==> config.mk <==
export PLATFORM = sky130hd
export DESIGN_NAME = shell_word_splitter_unit_flat
export DESIGN_NICKNAME = d
export VERILOG_FILES = /design/src/sws_pkg.sv /design/src/sws_if.sv /design/src/sws_front.sv /design/src/sws_queue.sv /design/src/sws_back.sv /design/src/shell_word_splitter_unit.sv /design/src/flat_wrapper.sv
export SDC_FILE = /design/constraint.sdc
export NUM_CORES = 1
export LEC_CHECK = 0
export BUFFER_PORTS_ARGS = -buffer_cell sky130_fd_sc_hd__buf_2
export CAP_MARGIN = 10
export CORE_AREA = 2 2 125 127
export CTS_BUF_LIST = sky130_fd_sc_hd__clkbuf_2
export DETAILED_ROUTE_END_ITERATION = 16
export DIE_AREA = 0 0 127 129
export GPL_ROUTABILITY_DRIVEN = 0
export GPL_TIMING_DRIVEN = 0
export SYNTH_ARGS = -nofsm -noshare
export SYNTH_HDL_FRONTEND = slang
export SYNTH_SLANG_ARGS = --single-unit
==> constraint.sdc <==
create_clock -name clk -period 7.34 [get_ports clk]
set_clock_uncertainty 0.15 [all_clocks]
set_input_delay 1.468 -clock clk [delete_from_list [all_inputs] [get_ports clk]]
set_output_delay 1.468 -clock clk [all_outputs]
set_load 0.05 [all_outputs]
==> src/sws_pkg.sv <==
`timescale 1ns / 1ps
// -----------------------------------------------------------------------------
// sws_pkg
// Shared types and codes of the shell word splitter.
// -----------------------------------------------------------------------------
package sws_pkg;

    localparam int unsigned QueueDepth = 4;
    localparam int unsigned QueuePtrW  = $clog2(QueueDepth);
    localparam int unsigned QueueCntW  = $clog2(QueueDepth + 1);

    // result kinds
    localparam logic [1:0] KIND_CHAR      = 2'd0;
    localparam logic [1:0] KIND_WORD_END  = 2'd1;
    localparam logic [1:0] KIND_INPUT_END = 2'd2;
    localparam logic [1:0] KIND_ERROR     = 2'd3;

    // quote modes
    localparam logic [1:0] MODE_NONE   = 2'd0;
    localparam logic [1:0] MODE_SINGLE = 2'd1;
    localparam logic [1:0] MODE_DOUBLE = 2'd2;

    localparam logic [7:0] CHAR_SQUOTE    = 8'h27;
    localparam logic [7:0] CHAR_DQUOTE    = 8'h22;
    localparam logic [7:0] CHAR_BACKSLASH = 8'h5C;

    // All results caused by one input item, in emission order:
    // sep_end, chr, err, word_end, input_end.
    typedef struct packed {
        logic       sep_end;
        logic       chr;
        logic [7:0] ch;
        logic       err;
        logic       word_end;
        logic       input_end;
    } run_t;

    // queue status between front and back
    typedef struct packed {
        logic full;
        logic empty;
    } qctl_t;

    function automatic logic is_space(input logic [7:0] c);
        return (c == 8'h20) || ((c >= 8'h09) && (c <= 8'h0D));
    endfunction

endpackage

==> src/sws_if.sv <==
`timescale 1ns / 1ps
// -----------------------------------------------------------------------------
// sws_in_if / sws_out_if
// Valid/ready channels for input bytes and result items.
// -----------------------------------------------------------------------------
interface sws_in_if;
    logic       valid;
    logic       ready;
    logic [7:0] char_code;
    logic       end_of_input;

    modport source (output valid, output char_code, output end_of_input, input ready);
    modport sink   (input valid, input char_code, input end_of_input, output ready);
endinterface

interface sws_out_if;
    logic       valid;
    logic       ready;
    logic [1:0] kind;
    logic [7:0] out_char;
    logic       last_of_run;

    modport source (output valid, output kind, output out_char, output last_of_run,
                    input ready);
    modport sink   (input valid, input kind, input out_char, input last_of_run,
                    output ready);
endinterface

==> src/sws_front.sv <==
`timescale 1ns / 1ps
// -----------------------------------------------------------------------------
// sws_front
// Accept bytes, track quoting state, and build the result run of each item.
// -----------------------------------------------------------------------------
module sws_front (
    input  logic          clk,
    input  logic          rst_n,
    sws_in_if.sink        in_ch,
    input  logic          q_full,
    output logic          q_push,
    output sws_pkg::run_t q_data
);
    import sws_pkg::*;

    logic [1:0] mode_reg, mode_next;
    logic       esc_reg, esc_next;
    logic       sep_reg, sep_next;
    logic       ws_reg, ws_next;
    run_t       run;
    logic       accept;
    logic [7:0] c;

    assign c         = in_ch.char_code;
    assign in_ch.ready = !q_full;
    assign accept    = in_ch.valid && !q_full;

    always_comb
    begin
        mode_next = mode_reg;
        esc_next  = esc_reg;
        sep_next  = sep_reg;
        ws_next   = ws_reg;
        run       = '0;
        if (esc_reg)
        begin
            esc_next = 1'b0;
            run.chr  = 1'b1;
            run.ch   = c;
        end
        else if (mode_reg == MODE_SINGLE)
        begin
            if (c == CHAR_SQUOTE)
                mode_next = MODE_NONE;
            else
            begin
                run.chr = 1'b1;
                run.ch  = c;
            end
        end
        else if (mode_reg == MODE_DOUBLE)
        begin
            if (c == CHAR_DQUOTE)
                mode_next = MODE_NONE;
            else if (c == CHAR_BACKSLASH)
                esc_next = 1'b1;
            else
            begin
                run.chr = 1'b1;
                run.ch  = c;
            end
        end
        else
        begin
            mode_next = MODE_NONE;
            if (is_space(c))
            begin
                if (ws_reg)
                    sep_next = 1'b1;
            end
            else
            begin
                if (sep_reg)
                begin
                    sep_next    = 1'b0;
                    run.sep_end = 1'b1;
                end
                ws_next = 1'b1;
                if (c == CHAR_SQUOTE)
                    mode_next = MODE_SINGLE;
                else if (c == CHAR_DQUOTE)
                    mode_next = MODE_DOUBLE;
                else if (c == CHAR_BACKSLASH)
                    esc_next = 1'b1;
                else
                begin
                    run.chr = 1'b1;
                    run.ch  = c;
                end
            end
        end

        if (in_ch.end_of_input)
        begin
            if ((mode_next == MODE_SINGLE) || (mode_next == MODE_DOUBLE))
                run.err = 1'b1;
            else
            begin
                run.word_end  = ws_next;
                run.input_end = 1'b1;
            end
            mode_next = MODE_NONE;
            esc_next  = 1'b0;
            sep_next  = 1'b0;
            ws_next   = 1'b0;
        end
    end

    // drop items that cause no result
    assign q_push = accept && (run.sep_end || run.chr || run.err ||
                               run.word_end || run.input_end);
    assign q_data = run;

    always_ff @(posedge clk or negedge rst_n)
    begin
        if (!rst_n)
        begin
            mode_reg <= MODE_NONE;
            esc_reg  <= 1'b0;
            sep_reg  <= 1'b0;
            ws_reg   <= 1'b0;
        end
        else if (accept)
        begin
            mode_reg <= mode_next;
            esc_reg  <= esc_next;
            sep_reg  <= sep_next;
            ws_reg   <= ws_next;
        end
    end

endmodule

==> src/sws_queue.sv <==
`timescale 1ns / 1ps
// -----------------------------------------------------------------------------
// sws_queue
// Short FIFO of result runs between front and back.
// -----------------------------------------------------------------------------
module sws_queue (
    input  logic          clk,
    input  logic          rst_n,
    input  sws_pkg::run_t wr_data,
    output sws_pkg::run_t rd_data,
    input  logic          push,
    input  logic          pop,
    output sws_pkg::qctl_t stat
);
    import sws_pkg::*;

    run_t                 mem_reg [QueueDepth];
    logic [QueuePtrW-1:0] wr_ptr_reg, rd_ptr_reg;
    logic [QueueCntW-1:0] cnt_reg;
    logic                 full, empty, do_push, do_pop;

    assign full    = (cnt_reg == QueueCntW'(QueueDepth));
    assign empty   = (cnt_reg == '0);
    assign do_push = push && !full;
    assign do_pop  = pop && !empty;
    assign rd_data = mem_reg[rd_ptr_reg];

    assign stat.full  = full;
    assign stat.empty = empty;

    always_ff @(posedge clk)
    begin
        if (do_push)
            mem_reg[wr_ptr_reg] <= wr_data;
    end

    always_ff @(posedge clk or negedge rst_n)
    begin
        if (!rst_n)
        begin
            wr_ptr_reg <= '0;
            rd_ptr_reg <= '0;
            cnt_reg    <= '0;
        end
        else
        begin
            if (do_push)
                wr_ptr_reg <= wr_ptr_reg + QueuePtrW'(1);
            if (do_pop)
                rd_ptr_reg <= rd_ptr_reg + QueuePtrW'(1);
            if (do_push && !do_pop)
                cnt_reg <= cnt_reg + QueueCntW'(1);
            else if (do_pop && !do_push)
                cnt_reg <= cnt_reg - QueueCntW'(1);
        end
    end

endmodule

==> src/sws_back.sv <==
`timescale 1ns / 1ps
// -----------------------------------------------------------------------------
// sws_back
// Unroll each queued run into result items, one per cycle while out_ch is ready.
// -----------------------------------------------------------------------------
module sws_back (
    input  logic          clk,
    input  logic          rst_n,
    input  sws_pkg::run_t q_data,
    input  logic          q_empty,
    output logic          q_pop,
    sws_out_if.source     out_ch
);
    import sws_pkg::*;

    run_t cur_reg, cur_next;
    run_t rest;
    logic busy, fire, load;
    logic [1:0] kind;

    assign busy = cur_reg.sep_end || cur_reg.chr || cur_reg.err ||
                  cur_reg.word_end || cur_reg.input_end;

    // pick the first pending result, clear it in rest
    always_comb
    begin
        rest = cur_reg;
        kind = KIND_CHAR;
        if (cur_reg.sep_end)
        begin
            kind         = KIND_WORD_END;
            rest.sep_end = 1'b0;
        end
        else if (cur_reg.chr)
        begin
            kind     = KIND_CHAR;
            rest.chr = 1'b0;
        end
        else if (cur_reg.err)
        begin
            kind     = KIND_ERROR;
            rest.err = 1'b0;
        end
        else if (cur_reg.word_end)
        begin
            kind          = KIND_WORD_END;
            rest.word_end = 1'b0;
        end
        else
        begin
            kind           = KIND_INPUT_END;
            rest.input_end = 1'b0;
        end
    end

    logic rest_busy;
    assign rest_busy = rest.sep_end || rest.chr || rest.err ||
                       rest.word_end || rest.input_end;

    assign fire  = busy && out_ch.ready;
    assign load  = !q_empty && (!busy || (fire && !rest_busy));
    assign q_pop = load;

    always_comb
    begin
        cur_next = cur_reg;
        if (load)
            cur_next = q_data;
        else if (fire)
            cur_next = rest;
    end

    assign out_ch.valid       = busy;
    assign out_ch.kind        = kind;
    assign out_ch.out_char    = (kind == KIND_CHAR) ? cur_reg.ch : 8'd0;
    assign out_ch.last_of_run = !rest_busy;

    always_ff @(posedge clk or negedge rst_n)
    begin
        if (!rst_n)
            cur_reg <= '0;
        else
            cur_reg <= cur_next;
    end

endmodule

==> src/shell_word_splitter_unit.sv <==
`timescale 1ns / 1ps
// -----------------------------------------------------------------------------
// shell_word_splitter_unit
// Streaming shell-style word splitter, one command line byte per item.
// -----------------------------------------------------------------------------
// The block takes one byte per cycle on in_ch while the queue has room and
// streams result items on out_ch: kept bytes (kind 0), word ends (1), the
// input end (2) or an unbalanced quote error (3); last_of_run marks the final
// result of a byte. The front stage updates the quoting state in the accepting
// cycle and packs all results of the byte into one run; a four-entry queue
// holds runs; the back stage emits one result item per cycle while out_ch is
// ready. A byte causes 0 to 4 results, and input stalls only when the queue is
// full, from result-heavy bytes or a slow receiver. The first result of a byte
// passes through its queue entry and then the back stage's current-run
// register. End of line returns all state to reset for the next line.
// -----------------------------------------------------------------------------
module shell_word_splitter_unit (
    input  logic      clk,
    input  logic      rst_n,
    sws_in_if.sink    in_ch,
    sws_out_if.source out_ch
);
    import sws_pkg::*;

    run_t  push_data;
    run_t  head_data;
    logic  push;
    logic  pop;
    qctl_t qstat;

    // classify bytes and hold quoting state
    sws_front u_front (
        .clk    (clk),
        .rst_n  (rst_n),
        .in_ch  (in_ch),
        .q_full (qstat.full),
        .q_push (push),
        .q_data (push_data)
    );

    // decouple front and back
    sws_queue u_queue (
        .clk     (clk),
        .rst_n   (rst_n),
        .wr_data (push_data),
        .rd_data (head_data),
        .push    (push),
        .pop     (pop),
        .stat    (qstat)
    );

    // emit result items
    sws_back u_back (
        .clk     (clk),
        .rst_n   (rst_n),
        .q_data  (head_data),
        .q_empty (qstat.empty),
        .q_pop   (pop),
        .out_ch  (out_ch)
    );

endmodule

==> src/flat_wrapper.sv <==
// flat-port wrapper written by rule: the top's interface ports become plain ports
module shell_word_splitter_unit_flat import sws_pkg::*;
  (clk, rst_n, in_ch_valid, in_ch_char_code, in_ch_end_of_input, in_ch_ready, out_ch_valid, out_ch_kind, out_ch_out_char, out_ch_last_of_run, out_ch_ready);
  sws_in_if in_ch_i ();
  sws_out_if out_ch_i ();
  input  logic clk;
  input  logic rst_n;
  input wire logic [$bits(in_ch_i.valid)-1:0] in_ch_valid;
  input wire logic [$bits(in_ch_i.char_code)-1:0] in_ch_char_code;
  input wire logic [$bits(in_ch_i.end_of_input)-1:0] in_ch_end_of_input;
  output wire logic [$bits(in_ch_i.ready)-1:0] in_ch_ready;
  output wire logic [$bits(out_ch_i.valid)-1:0] out_ch_valid;
  output wire logic [$bits(out_ch_i.kind)-1:0] out_ch_kind;
  output wire logic [$bits(out_ch_i.out_char)-1:0] out_ch_out_char;
  output wire logic [$bits(out_ch_i.last_of_run)-1:0] out_ch_last_of_run;
  input wire logic [$bits(out_ch_i.ready)-1:0] out_ch_ready;
  assign in_ch_i.valid = in_ch_valid;
  assign in_ch_i.char_code = in_ch_char_code;
  assign in_ch_i.end_of_input = in_ch_end_of_input;
  assign in_ch_ready = in_ch_i.ready;
  assign out_ch_valid = out_ch_i.valid;
  assign out_ch_kind = out_ch_i.kind;
  assign out_ch_out_char = out_ch_i.out_char;
  assign out_ch_last_of_run = out_ch_i.last_of_run;
  assign out_ch_i.ready = out_ch_ready;
  shell_word_splitter_unit u_core (.clk(clk), .rst_n(rst_n), .in_ch(in_ch_i), .out_ch(out_ch_i));
endmodule
# --- After elaboration in Yosys (flattened, before gate mapping) ---
# Memory sizes are Yosys's and may differ from the RTL's.
# Cells that the tools add are included.
classes:
  n_reduce_logical: 35
  n_eq_ne: 13
  order_cmp: 2
  add_sub_neg: 4
  n_mux: 59
ops:
  columns: ["operator", "count"]
  rows:
  - ["9-bit 2-to-1 mux", 7]
  - ["2-bit 2-to-1 mux", 15]
  - ["1-bit 2-to-1 mux", 28]
  - ["13-bit 2-to-1 mux", 2]
  - ["8-bit by 6-bit == test with 1-bit output, second input constant", 3]
  - ["3-bit 2-to-1 mux", 5]
  - ["1-bit logical OR", 14]
  - ["1-bit logical AND", 10]
  - ["10-bit 2-to-1 mux", 1]
  - ["8-bit by 7-bit == test with 1-bit output, second input constant", 1]
  - ["8-bit by 4-bit greater-or-equal comparator with 1-bit output, second input constant", 1]
  - ["8-bit by 4-bit less-or-equal comparator with 1-bit output, second input constant", 1]
  - ["8-bit 2-to-1 mux", 1]
  - ["1-bit logical NOT", 6]
  - ["2-bit inequality test, second input constant", 3]
  - ["5-bit AND reduction", 1]
  - ["2-bit by 1-bit adder with 2-bit output, second input constant", 2]
  - ["2-bit by 1-bit == test with 1-bit output, second input constant", 2]
  - ["2-bit == test, second input constant", 2]
  - ["2-bit nonzero test", 2]
  - ["3-bit by 1-bit adder with 3-bit output, second input constant", 1]
  - ["3-bit == test, second input constant", 1]
  - ["3-bit logical NOT", 1]
  - ["3-bit inequality test, second input constant", 1]
  - ["2 further kinds", 2]
totals:
  inputBits: 13
  wordCells: 127
  output_inout_bits: 13
  register_bits: 25
  memories: 1
  ram_bits: 52
mem_list:
  columns: ["memory", "depth", "width", "read_ports", "rd_ports_with_merged_regs", "wr", "line_no", "source"]
  rows:
  - ["u_core.u_queue.mem_reg", 4, 13, 1, 0, 1, "sws_queue.sv:17", "run_t mem_reg [QueueDepth];"]

# --- Depth between registers and ports, before layout ---
logic_depth:
  word_depth: 20
  mapped_depth: 13
  depth_no_buf: 11

# --- Modules after synthesis ---
# A second synthesis with hierarchy kept.
hier_totals:
  hier_cells: 270
  hier_area_um2: 3892.5
modules_own_cells:
  columns: ["module", "cells_each", "seq_area_each_um2", "instances", "area_per_inst_um2"]
  rows:
  - ["sws_queue", 106, 1736.7, 1, 2326.0]
  - ["sws_back", 74, 325.3, 1, 819.5]
  - ["sws_front", 90, 125.1, 1, 747.0]

# --- Least setup slack after synthesis ---
# No wires, ideal clock.
synth_path:
  path_type: "input to register"
  from: "in in_ch_char_code[4]"
  to: "reg u_core.u_queue.cnt_reg[1]"
  required_time_ns: 7.065
  setup_time_ns: 0.125
  n_path_buf: 2
  stages: 11
  arrival_time_ns: 4.301
  slack_ns: 2.764
  cell_sequence: "or3_1 > buf_2 > or3_1 > or4_4 > and3_1 > buf_6 > o31a_1 > ha_1 > inv_1 > fa_1 > mux2_2"
synth_rtl:
  columns: ["item", "line_no", "source"]
  rows:
  - ["start, declared", "flat_wrapper.sv:9", "input wire logic [$bits(in_ch_i.char_code)-1:0] in_ch_char_code;"]
  - ["end signal, assigned", "sws_queue.sv:52", "cnt_reg <= cnt_reg + QueueCntW'(1);"]
  - ["end signal, assigned", "sws_queue.sv:54", "cnt_reg <= cnt_reg - QueueCntW'(1);"]
  - ["end, declared", "sws_queue.sv:19", "logic [QueueCntW-1:0] cnt_reg;"]

==> results.tsv <==
stage	metric	value	unit
finish	largest_reg_flops	52	
drt	routedWlPerCell	14.90	microns
drt	ant_nets	0	
critical_path	worstSetupEndpointType	register	
timing	post-route-period-util	0.6348	
critical_path	cp_data_arrival_time	4.95	ns
drt	num_vias	2293	
synthesis	ys_seq_area_frac	0.5970	
timing	timing.hold.ws	0.3676	ns
synthesis	synth_cell_types	55	
timing	tns	0	ns
timing	rsz0062_at_grt	false	
floorplanning	initial_core_util	0.2446	
placement	port_buffers	24	
floorplanning	die_height	129	microns
grt	grt_overflow	0	
synthesis	yosysTopAreaCell	edfxtp_1	
flow_run	drv_cap	0	
synthesis	syn_area	3664	sq um
finish	final_util	0.2746	
timing	worst_slew_pin_slew	0.9590	ns
clock_tree	holdBufCountCts	0	
critical_path	path_max_fanout	12	
placement	placed_cell_area	4019	sq um
power_and_ir_drop	peakVddDrop	0.0001029	V
drt	drtIter0Drc	154	
synthesis	ys.flop_type	edfxtp_1	
timing	timing_max_transition_violations_final	0	
critical_path	crit_required	7.63	ns
synthesis	ys_async_sr_fraction	0.3247	
synthesis	yosys_warnings	0	
clock_tree	path_clk_slew	0.24	ns
grt	grt_pass1_vias	2304	
critical_path	criticalPathCategory	in -> reg	
floorplanning	dieArea	16380	sq um
critical_path	cp-start-kind	input pin	
floorplanning	pin_count	26	
clock_tree	cts_sinks	77	
finish	instances_no_fill	496	
drt	wirelength	7390	microns
grt	grt.total_usage	0.09409	
timing	fin_crit	4.660	ns
clock_tree	cts_buffers	9	
timing	relSlewSlack	0.3523	
placement	dp.cells	480	
timing	max_freq	0.2146	GHz
synthesis	syn-num-nets	287	
worst_hold_path	hold_class	reg -> reg	
clock_tree	clock_latency	0.51	ns
placement	hpwl	5329	microns
clock_tree	post-cts-setup-buffers	0	
finish	antenna_cells	0	
finish	nets	322	
clock_tree	cts_resized	0	
finish	design_area	4113	sq um
drt	drt-pass1-iter-count	4	
finish	drive_above_1_share	0.2175	
drt	vias_per_cell	4.623	
timing	setup_viol	0	
finish	final_common_cell	edfxtp_1	
power_and_ir_drop	leakage	1.485	nW
synthesis	synth_top_area_frac	0.4262	
clock_tree	clockRootBuffer	clkbuf_2	
finish	syn2layout_area_growth	12.26	%
clock_tree	cts_htree_levels	3	
grt	grt_pass1_wl	11920	microns
synthesis	synthTopCellsByArea	edfxtp_1 43%, dfrtp_1 17%, mux4_2 8.0%	
synthesis	avgSynthCellArea	13.67	sq um
timing	layout_setup_ws	2.680	ns
drt	drc	0	
run_status	status	complete, no violations	
power_and_ir_drop	power_density	380.3	nW/um^2
floorplanning	num_rows	45	
placement	dpl_worst_slack	2.109	ns
finish	final_cell_mix	52 x edfxtp_1, 25 x buf_2, 25 x dfrtp_1	
power_and_ir_drop	power	1.564	mW
clock_tree	cts_tree	done	
clock_tree	clock_path_buffers	2	
synthesis	synth_edf_count	52	
synthesis	syn-instance-count	268	
floorplanning	core	14980	sq um
floorplanning	die_w	127	microns
synthesis	ys_ff_latch	77	
timing	hold_viol	0	
grt	antenna_found_initial	0	
critical_path	r2r_slack	3.92	ns
grt	grt_max_degree	26	
## synthesized netlist by cell type (all sizes together), types with 3 or more instances
master,count
and3,7
a21boi,3
mux2i,3
ha,5
nor4,4
buf,3
or3,4
xnor2,3
mux4,13
o311a,4
dfrtp,25
nor3,4
nand4,4
nand3,3
o21ai,11
nand2,15
and2,15
nor2,11
mux2,9
xor2,4
inv,15
edfxtp,52
clkbuf,12
## cell type report
| cell class | instances | area [sq um] |
|---|---|---|
| multi-input combinational | 161 | 1355 |
| timing repair buffer | 24 | 120.1 |
| clock inverter | 7 | 48.80 |
| inverter | 15 | 56.30 |
| buffer | 15 | 65.06 |
| clock buffer | 9 | 45.04 |
| sequential | 77 | 2187 |
| fill | 1564 | 10860 |
| tap | 188 | 235.2 |
## worst max-delay path: stages
cell and delay (ns):
buf_2 0.11, or3_1 0.36, buf_2 0.17, nor4_1 0.70, o21ai_0 0.45, and3_1 0.31, buf_6 0.15, o31a_1 0.27
ha_1 0.23, inv_1 0.07, fa_1 0.40, mux2_2 0.26
## per-layer routing
layer  global-route usage  vias to the layer above  wire length [microns]
li1                     -                     1093                      -
met1               0.1237                     1145                   3508
met2               0.1528                       49                   3504
met3              0.02994                        6                    319
met4              0.02198                        0                     58
met5                    0                        -                      0
## power breakdown
part	leakage (nW)	internal [mW]	switching, mW	total [mW]
Clock	0.0524	0.0449	0.152	0.197
Sequential	0.775	0.602	0.0652	0.667
Combinational	0.657	0.276	0.424	0.700
## worst paths after layout
check	from	cells past startpoint	end
max in group asynchronous	rst_n	1	u_core.u_front.ws_reg$_DFFE_PN0P_
max	in_ch_char_code[4]	12	u_core.u_queue.cnt_reg[1]$_DFFE_PN0P_
min reg2reg	u_core.u_queue.cnt_reg[2]$_DFFE_PN0P_	1	u_core.u_queue.cnt_reg[2]$_DFFE_PN0P_
max reg2reg	u_core.u_front.esc_reg$_DFFE_PN0P_	10	u_core.u_queue.cnt_reg[1]$_DFFE_PN0P_
min in group asynchronous	rst_n	1	u_core.u_back.cur_reg[12]$_DFFE_PN0P_
min	u_core.u_queue.cnt_reg[2]$_DFFE_PN0P_	1	u_core.u_queue.cnt_reg[2]$_DFFE_PN0P_
## kinds of logic after synthesis
| kind of cell | count (synthesis) | synth area share |
|---|---|---|
| DFF | 77 | 0.5970 |
| muxes | 25 | 0.1158 |
| adders and majority gates | 7 | 0.02527 |
| xor gates and xnor gates | 7 | 0.01674 |
| buffers and inverters | 30 | 0.03312 |
| and+or+nand+nor | 83 | 0.1311 |
| AOI/OAI and AO/OA | 39 | 0.08095 |
(Power assumes the default switching activity.)
